[src/hw/rtl/rmeu_pkg.sv]
`timescale 1ns / 1ps
`default_nettype none
// ----------------------------------------------------------------------------
// Register machine execute unit package
// Opcodes, status codes, shared widths and the controller/datapath interface.
// ----------------------------------------------------------------------------
package rmeu_pkg;

	localparam int DEF_MEM_BYTES = 1024;

	localparam logic [3:0] NO_INDEX = 4'hF;

	// two-byte forms
	localparam logic [7:0] OP_AR = 8'h10;
	localparam logic [7:0] OP_SR = 8'h12;
	localparam logic [7:0] OP_MR = 8'h14;
	localparam logic [7:0] OP_DR = 8'h16;
	localparam logic [7:0] OP_CR = 8'h18;
	localparam logic [7:0] OP_LR = 8'h31;
	// four-byte forms (GRP_RR marks the two-byte register group)
	localparam logic [3:0] GRP_RR = 4'h1;
	localparam logic [3:0] GRP_D  = 4'hD;
	localparam logic [3:0] LO_A   = 4'h1;
	localparam logic [3:0] LO_S   = 4'h3;
	localparam logic [3:0] LO_M   = 4'h5;
	localparam logic [3:0] LO_D   = 4'h7;
	localparam logic [3:0] LO_C   = 4'h9;
	localparam logic [7:0] OP_J   = 8'hE0;
	localparam logic [7:0] OP_JZ  = 8'hE1;
	localparam logic [7:0] OP_JP  = 8'hE2;
	localparam logic [7:0] OP_JN  = 8'hE3;
	localparam logic [7:0] OP_L   = 8'hF0;
	localparam logic [7:0] OP_LA  = 8'hF2;
	localparam logic [7:0] OP_ST  = 8'hF3;

	// arithmetic kind, from opcode bits 2:1
	localparam logic [1:0] K_ADD = 2'd0;
	localparam logic [1:0] K_SUB = 2'd1;
	localparam logic [1:0] K_MUL = 2'd2;
	localparam logic [1:0] K_DIV = 2'd3;

	localparam logic [1:0] ERR_NONE  = 2'd0;
	localparam logic [1:0] ERR_DIV0  = 2'd1;
	localparam logic [1:0] ERR_BOUND = 2'd2;
	localparam logic [1:0] ERR_OVF   = 2'd3;

	localparam logic [1:0] CND_ZERO = 2'b00;
	localparam logic [1:0] CND_POS  = 2'b01;
	localparam logic [1:0] CND_NEG  = 2'b11;

	localparam logic [31:0] INT_MIN = 32'h8000_0000;

	typedef struct packed {
		logic capture;
		logic calc_ea;
		logic mem_rd;
		logic exec;
		logic mul_fin;
		logic commit;
	} cmd_t;

	typedef struct packed {
		logic mul_go;
		logic div_go;
		logic div_done;
		logic out_free;
	} sts_t;

	// result beat, last member in the lowest bits
	typedef struct packed {
		logic [31:0] mem_value;
		logic [9:0]  mem_addr;
		logic        mem_written;
		logic [31:0] reg_value;
		logic [3:0]  reg_index;
		logic        reg_written;
		logic        halted;
		logic [1:0]  error;
		logic [1:0]  cond;
		logic [15:0] next_pc;
	} result_t;

	function automatic logic [1:0] sign32(input logic [31:0] v);
		if (v == 32'd0) return CND_ZERO;
		return v[31] ? CND_NEG : CND_POS;
	endfunction

	function automatic logic [1:0] sign33(input logic [32:0] v);
		if (v == 33'd0) return CND_ZERO;
		return v[32] ? CND_NEG : CND_POS;
	endfunction

endpackage
`default_nettype wire

[src/hw/rtl/rmeu_ctrl.sv]
`timescale 1ns / 1ps
`default_nettype none
// ----------------------------------------------------------------------------
// Execute unit controller
// Sequences capture, address, memory read, execute, multiply/divide, commit.
// ----------------------------------------------------------------------------
module rmeu_ctrl
	import rmeu_pkg::*;
(
	input  wire logic clk,
	input  wire logic arst_n,
	input  wire logic s_tvalid,
	output logic      s_tready,
	input  wire sts_t sts,
	output cmd_t      cmd
);

	localparam logic [2:0] S_IDLE = 3'd0;
	localparam logic [2:0] S_EA   = 3'd1;
	localparam logic [2:0] S_MRD  = 3'd2;
	localparam logic [2:0] S_EX   = 3'd3;
	localparam logic [2:0] S_MUL  = 3'd4;
	localparam logic [2:0] S_DIV  = 3'd5;
	localparam logic [2:0] S_WB   = 3'd6;

	logic [2:0] state_q, state_nxt;

	always_comb begin
		state_nxt = state_q;
		unique case (state_q)
			S_IDLE: if (s_tvalid) state_nxt = S_EA;
			S_EA:   state_nxt = S_MRD;
			S_MRD:  state_nxt = S_EX;
			S_EX: begin
				priority if (sts.mul_go) state_nxt = S_MUL;
				else if (sts.div_go) state_nxt = S_DIV;
				else state_nxt = S_WB;
			end
			S_MUL:  state_nxt = S_WB;
			S_DIV:  if (sts.div_done) state_nxt = S_WB;
			S_WB:   if (sts.out_free) state_nxt = S_IDLE;
			default: state_nxt = S_IDLE;
		endcase
	end

	always_ff @(posedge clk or negedge arst_n) begin
		if (!arst_n) state_q <= S_IDLE;
		else state_q <= state_nxt;
	end

	assign s_tready    = (state_q == S_IDLE);
	assign cmd.capture = (state_q == S_IDLE) && s_tvalid;
	assign cmd.calc_ea = (state_q == S_EA);
	assign cmd.mem_rd  = (state_q == S_MRD);
	assign cmd.exec    = (state_q == S_EX);
	assign cmd.mul_fin = (state_q == S_MUL);
	// hold the commit until the result register can take the beat
	assign cmd.commit  = (state_q == S_WB) && sts.out_free;

endmodule
`default_nettype wire

[config.mk]
export PLATFORM = sky130hd
export DESIGN_NAME = rmeu_ctrl
export DESIGN_NICKNAME = d
export VERILOG_FILES = /design/src/hw/rtl/rmeu_pkg.sv /design/src/hw/rtl/rmeu_ctrl.sv
export SDC_FILE = /design/constraint.sdc
export NUM_CORES = 1
export LEC_CHECK = 0
export ABC_AREA = 1
export BUFFER_PORTS_ARGS = -buffer_cell sky130_fd_sc_hd__clkbuf_2
export CORE_AREA = 2 2 39 41
export DETAILED_ROUTE_END_ITERATION = 7
export DIE_AREA = 0 0 41 43
export PLACE_DENSITY_LB_ADDON = 0.05
export SYNTH_ARGS = -nofsm -noshare
export SYNTH_HDL_FRONTEND = slang
export SYNTH_SLANG_ARGS = --single-unit
[constraint.sdc]
create_clock -name clk -period 1.3 [get_ports clk]
set_input_delay 0.195 -clock clk [delete_from_list [all_inputs] [get_ports clk]]
set_output_delay 0.195 -clock clk [all_outputs]
set_load 0.02 [all_outputs]
==> results.cfg, run 1 <==
[cts]
clkTransAtPathRegs_ns = 0.04
cts.sinks = 3
clk_latency_ns = 0.24
h-tree-depth = 1
clockBufferDepth = 2
cts_root_buffer = clkbuf_4
cts_inserted_buffers = 3
cts_tree = yes

[cells_and_area]
fin_cells = 82
antenna_cells = 0
largest_register_ffs = 3
largest-register = state_q
syn_to_final_growth_pct = 90.3
drive_gt1_frac = 0.530
nets = 74
top_regs = state_q (3)

[critical_path]
worstSetupEndpointType = output port
worst_ep_arrival_time_ns = 1.15
setup.worst_path.start_class = register
path_max_fanout = 5
crit_type = register to output port
critPathMaxStageDelay_ns = 0.44
crit_chain = nor2_2 -> nand2_2 -> nor2_1 -> clkbuf_4
cp_data_required_time_ns = 1.11
slowest_stage = dfrtp_2

[timing]
rsz0062_at_grt = yes
final_hold_viol_count = 0
fin_ws_ns = -0.0469
fin_skew_ns = 0.00263
min_period_over_period = 1.04
worst_pin_slew_ns = 0.182
max_freq_mhz = 742
max_slew_margin = 0.878
final_max_slew_viol_count = 0
finalSetupViolCount = 6
post-route-min-period_ns = 1.35

[floorplan]
ios = 14
rows = 14
die-area_sq_um = 1760
die_w_um = 41
start_util = 0.176
core-area_sq_um = 1380
die-height_um = 43

[logic_synthesis]
synth-xor-area-share = 0
netlist_instances = 43
syn_avg_cell_area_sq_um = 5.67
netlist.top_cell.by_area = dfrtp_1
synth_compound_area_frac = 0.123
synth_top_family_by_area = simple AND/OR/NAND/NOR gates
synth_cell_type_count = 9
ys_seq_area_frac = 0.308
ys_ff_latch = 3
synthesis.area_sq_um = 244
synthesis.nets = 50
yosysWarningCount = 0
synth.top_cell.area_share = 0.308
synth_fa_ha_area_frac = 0
muxShareOfSynthArea = 0
ys_top_cells_by_area = dfrtp_1, inv_1, nand2_1
yosys.area_share.simple = 0.385

[drt]
wire_per_inst_um = 8.26
first_pass_iters = 2
dr_total_vias = 331
drc_errors = 0
wl_um = 677
drt-initial-drc-count = 5
via_per_inst = 4.04
drtAntennaViolNets = 0

[power_and_ir_drop]
pwr-share-seq = 0.211
power_switching_share = 0.463
ir_drop_uv = 557
switching_power_w = 0.000519
p_int_w = 0.000602
p_comb_frac = 0.637
power.share.clock = 0.152
power_density_nw_per_um2 = 2410
p_leak_nw = 0.273
total_power_w = 0.00112

[global_routing]
grt_max_degree = 7
grt_pass1_vias = 289
grt_pass1_wl_um = 1040
grtUsageTotal = 0.0896
grt_antenna_before_repair = 0
grt_remaining_overflow = 0

[placement]
post-place-cells = 72
port-buffer-count = 13
dpl.hpwl_um = 526
place_congestion = 0.666

[job]
maxCapViolCount = 0

[outcome]
status = finished, violations left
violations = negative setup slack

[min_path]
hold_path_class = input port to async pin
-- power groups by stage --
stage               combinational, W  sequential [W]  clock (W)
finish                      0.000714        0.000237   0.000170
global route                0.000797        0.000246   0.000183
global placement            0.000493        0.000227          0
floorplan                   0.000348        0.000195          0
detailed placement          0.000485        0.000216          0
CTS                         0.000621        0.000220   0.000176
-- timing repair --
item,4_1_cts,5_1_grt
pin swaps,0,1
gates resized for setup,14,15
gates cloned,0,0
hold buffers,1,0
hold endpoints to repair,3,0
endpoints found under the setup margin,6,7
setup buffers,3,2
-- Yosys cell counts, drive strengths merged --
cell type	n
nor2	8
inv	12
o21ai	2
nand2	9
a21oi	1
nand3	4
dfrtp	3
o21bai	2
nor3	2
-- final cells by class --
class | count | area, sq um
timing repair buffer | 19 | 138
inverter | 12 | 45.0
tap | 16 | 20.0
multi-input combinational | 28 | 156
sequential | 3 | 78.8
fill | 162 | 920
clock buffer | 4 | 26.3
-- worst max-delay path: cells and delay by family (launching register included) --
kind | cells | cell delay [ns]
buffers and inverters | 1 | 0.17
DFF | 1 | 0.44
and+or+nand+nor | 3 | 0.32
-- cell families after synthesis --
family	count (synthesis)
AND/OR/NAND/NOR	23
buffers and inverters	12
AO/OA/AOI/OAI	5
flip-flops	3
-- path summary, 6_finish.rpt --
check / startpoint / end / slack, ns / cells past startpoint
worst max register to register: state_q[1]$_DFFE_PN0P_ / state_q[1]$_DFFE_PN0P_ / 0.23 / 6
min in group clk: sts[1] / state_q[0]$_DFFE_PN0P_ / 0.31 / 4
worst min register to register: state_q[2]$_DFFE_PN0P_ / state_q[1]$_DFFE_PN0P_ / 0.69 / 3
max in group asynchronous: arst_n / state_q[0]$_DFFE_PN0P_ / 0.89 / 2
worst max-delay path: state_q[1]$_DFFE_PN0P_ / cmd[5] / -0.05 / 4
worst min-delay path: arst_n / state_q[1]$_DFFE_PN0P_ / 0.28 / 2
-- cells in the final DEF, fill, tap and decap left out, types with 2 or more instances in the layout --
master    Yosys  final
buf_4         0      8
buf_6         0      2
clkbuf_2      0      6
clkbuf_4      0      5
dfrtp_2       0      3
inv_1        12     10
inv_2         0      2
nand2_1       9      7
nand2_2       0      2
nand3_1       4      4
nor2_1        8      3
nor2_2        0      4
nor3_2        0      2
o21ai_0       2      2
o21bai_1      2      2
-- through the flow --
step | util | TNS (ns) | hold slack [ns] | cell area (sq um) | setup WS (ns)
after floorplan | - | 0 | -0.101 | 244 | 0.155
after global placement | 0.238 | 0 | -0.00441 | 329 | 0.0845
after detailed placement | 0.238 | 0 | -0.00401 | 329 | 0.145
after CTS | 0.304 | -0.238 | 0.280 | 420 | -0.0644
after global routing | 0.335 | -0.500 | 0.289 | 464 | -0.113
final | 0.335 | -0.110 | 0.282 | 464 | -0.0469
-- metal layers --
metal / wire (um) / vias to the layer above / global-route usage / share of wire
met3: 41 / 2 / 0.0157 / 0.061
li1: - / 176 / - / -
met4: 17 / 0 / 0.0800 / 0.025
met5: 0 / - / 0 / 0
met2: 335 / 11 / 0.128 / 0.49
met1: 282 / 142 / 0.107 / 0.42
Note: power is estimated with default switching activity, not from simulation.
==> run 2: changes to the inputs <==
--- a/config.mk
+++ b/config.mk
@@ -7,8 +7,9 @@
 export LEC_CHECK = 0
 export ABC_AREA = 1
-export BUFFER_PORTS_ARGS = -buffer_cell sky130_fd_sc_hd__clkbuf_2
 export CORE_AREA = 2 2 39 41
+export CTS_CLUSTER_DIAMETER = 100
 export DETAILED_ROUTE_END_ITERATION = 7
 export DIE_AREA = 0 0 41 43
+export DONT_BUFFER_PORTS = 1
 export PLACE_DENSITY_LB_ADDON = 0.05
 export SYNTH_ARGS = -nofsm -noshare
==> constraint.sdc (replaced) <==
create_clock -name clk -period 1.3 [get_ports clk]
set_input_delay 0.195 -clock clk [delete_from_list [all_inputs] [get_ports clk]]
set_output_delay 0.195 -clock clk [all_outputs]
set_load 0.005 [all_outputs]
==> results.cfg, run 2 (same netlist as run 1, synthesis figures left out) <==
[cts]
cts.sinks = 3
cts_setup_buffers = 0
cts_root_buffer = clkbuf_4
clockBufferDepth = 2
cts_inserted_buffers = 3
h-tree-depth = 1
clk_latency_ns = 0.23
cts_tree = yes
clkTransAtPathRegs_ns = 0.04

[cells_and_area]
final_common_cell = inv_1
nets = 56
antenna_cells = 0
fillCellCount = 173
drive_gt1_frac = 0.167
top_regs = state_q (3)
largest-register = state_q
largest_register_ffs = 3
syn_to_final_growth_pct = 25.6
fin_cells = 64
final_area_sq_um = 307
mostFrequentLayoutCells = inv_1, nand2_1, nor2_1

[timing]
final_hold_viol_count = 0
final_max_slew_viol_count = 0
max_freq_mhz = 805
min_period_over_period = 0.955
fin_ws_ns = 0.0581
worst_pin_slew_ns = 0.266
post-route-min-period_ns = 1.24
rsz0062_at_grt = yes
finalSetupViolCount = 0
fin_skew_ns = 0.00141
max_slew_margin = 0.821

[floorplan]
die-area_sq_um = 1760
ios = 14
rows = 14
start_util = 0.176
die_w_um = 41
die-height_um = 43
core-area_sq_um = 1380

[min_path]
hold_path_class = input port to async pin

[power_and_ir_drop]
switching_power_w = 0.000331
power_switching_share = 0.465
pwr-share-seq = 0.323
p_comb_frac = 0.450
power_density_nw_per_um2 = 2320
ir_drop_uv = 335
p_leak_nw = 0.182
p_int_w = 0.000381
power.share.clock = 0.227

[drt]
first_pass_iters = 4
topRoutingLayerUsed = met4
wl_met1_um = 238
drt-initial-drc-count = 5
wire_per_inst_um = 9.44
dr_wl_met3_um = 66
wl_um = 604
drc_errors = 0
drtAntennaViolNets = 0
dr_wl_met2_um = 283
dr_total_vias = 281
via_per_inst = 4.39

[placement]
place_congestion = 0.689
post-place-cells = 59
pre_cts_slack_ns = 0.215
placed_cell_area_sq_um = 264
port-buffer-count = 0
dpl.hpwl_um = 507

[critical_path]
r2r_slack_ns = 0.23
worstSetupEndpointType = output port
setup.worst_path.start_class = register
cp_common_cell = nor2_1
path_max_fanout = 6
r2r_cells = 5
crit_type = register to output port
crit_chain = nand2_1 -> nor2_1 -> inv_1 -> nor2_1
slowest_stage = dfrtp_2
r2r-end = state_q[2]$_DFFE_PN0P_
critPathMaxStageDelay_ns = 0.41
worst_ep_arrival_time_ns = 1.05
cp_data_required_time_ns = 1.11
r2r-start = state_q[2]$_DFFE_PN0P_

[global_routing]
grt_max_degree = 8
grtUsageTotal = 0.0765
grt_pass1_wl_um = 903
grt_antenna_before_repair = 0
grt_remaining_overflow = 0
grt_pass1_vias = 245

[job]
maxCapViolCount = 0

[outcome]
status = complete, no violations
==> run 2: changes by cell type in the layout (fill, tap and decap cells not counted), moves of 3 or more <==
| cell | before | now |
|---|---|---|
| buf_4 | 8 | 0 |
| nor2_2 | 4 | 1 |
| nor2_1 | 3 | 7 |
| clkbuf_2 | 6 | 0 |
==> run 2: critical path: cells and delay by family, from the launching register on <==
kind	cells	cell delay (ns)
flops	1	0.41
simple gates	3	0.35
buf+inv	1	0.05
==> run 2: metal layers <==
metal,vias up,GRT usage
met1,125,0.0844
met2,16,0.128
met5,-,0
li1,138,-
met3,2,0
met4,0,0.0600
==> run 2: final cells by class <==
class	count	area (sq um)	area share
clock buffers	4	26.3	0.0857
inverters	12	45.0	0.147
multi-input cells	28	126	0.412
flip-flops and latches	3	78.8	0.257
well taps	16	20.0	0.0653
repair buffers	1	10.0	0.0327
==> run 2: what timing repair did <==
action | in CTS | in global routing
gates resized for setup | 0 | 5
hold buffers | 1 | 0
endpoints found under the hold margin | 3 | 0
setup endpoints to repair | 0 | 4
==> run 2: how the worst max path moves through the flow <==
stage | startpoint | endpoint | slack (ns) | cells past startpoint
after floorplan | state_q[2]$_DFFE_PN0P_ | state_q[2]$_DFFE_PN0P_ | 0.35 | 5
after global placement | state_q[2]$_DFFE_PN0P_ | state_q[0]$_DFFE_PN0P_ | 0.17 | 5
after detailed placement | state_q[2]$_DFFE_PN0P_ | state_q[0]$_DFFE_PN0P_ | 0.22 | 5
after CTS | state_q[0]$_DFFE_PN0P_ | cmd[5] | 0.02 | 3
after global routing | state_q[1]$_DFFE_PN0P_ | cmd[0] | -0.01 | 4
final | state_q[2]$_DFFE_PN0P_ | cmd[0] | 0.06 | 4
==> run 2: power by group through the flow <==
stage	clock (W)	sequential, W	combinational [W]
2_1_floorplan	0	0.000195	0.000254
3_3_place_gp	0	0.000213	0.000329
3_5_place_dp	0	0.000215	0.000316
4_1_cts	0.000166	0.000214	0.000321
5_1_grt	0.000175	0.000243	0.000374
6_report	0.000161	0.000230	0.000320
==> run 2: stage by stage <==
stage          hold slack, ns  power, W  TNS [ns]   util
2_1_floorplan          -0.101  0.000449         0      -
3_3_place_gp           -0.101  0.000541         0  0.191
3_5_place_dp           -0.101  0.000531         0  0.191
4_1_cts                 0.210  0.000701         0  0.217
5_1_grt                 0.208  0.000791   -0.0278  0.222
6_report                0.211  0.000712         0  0.222
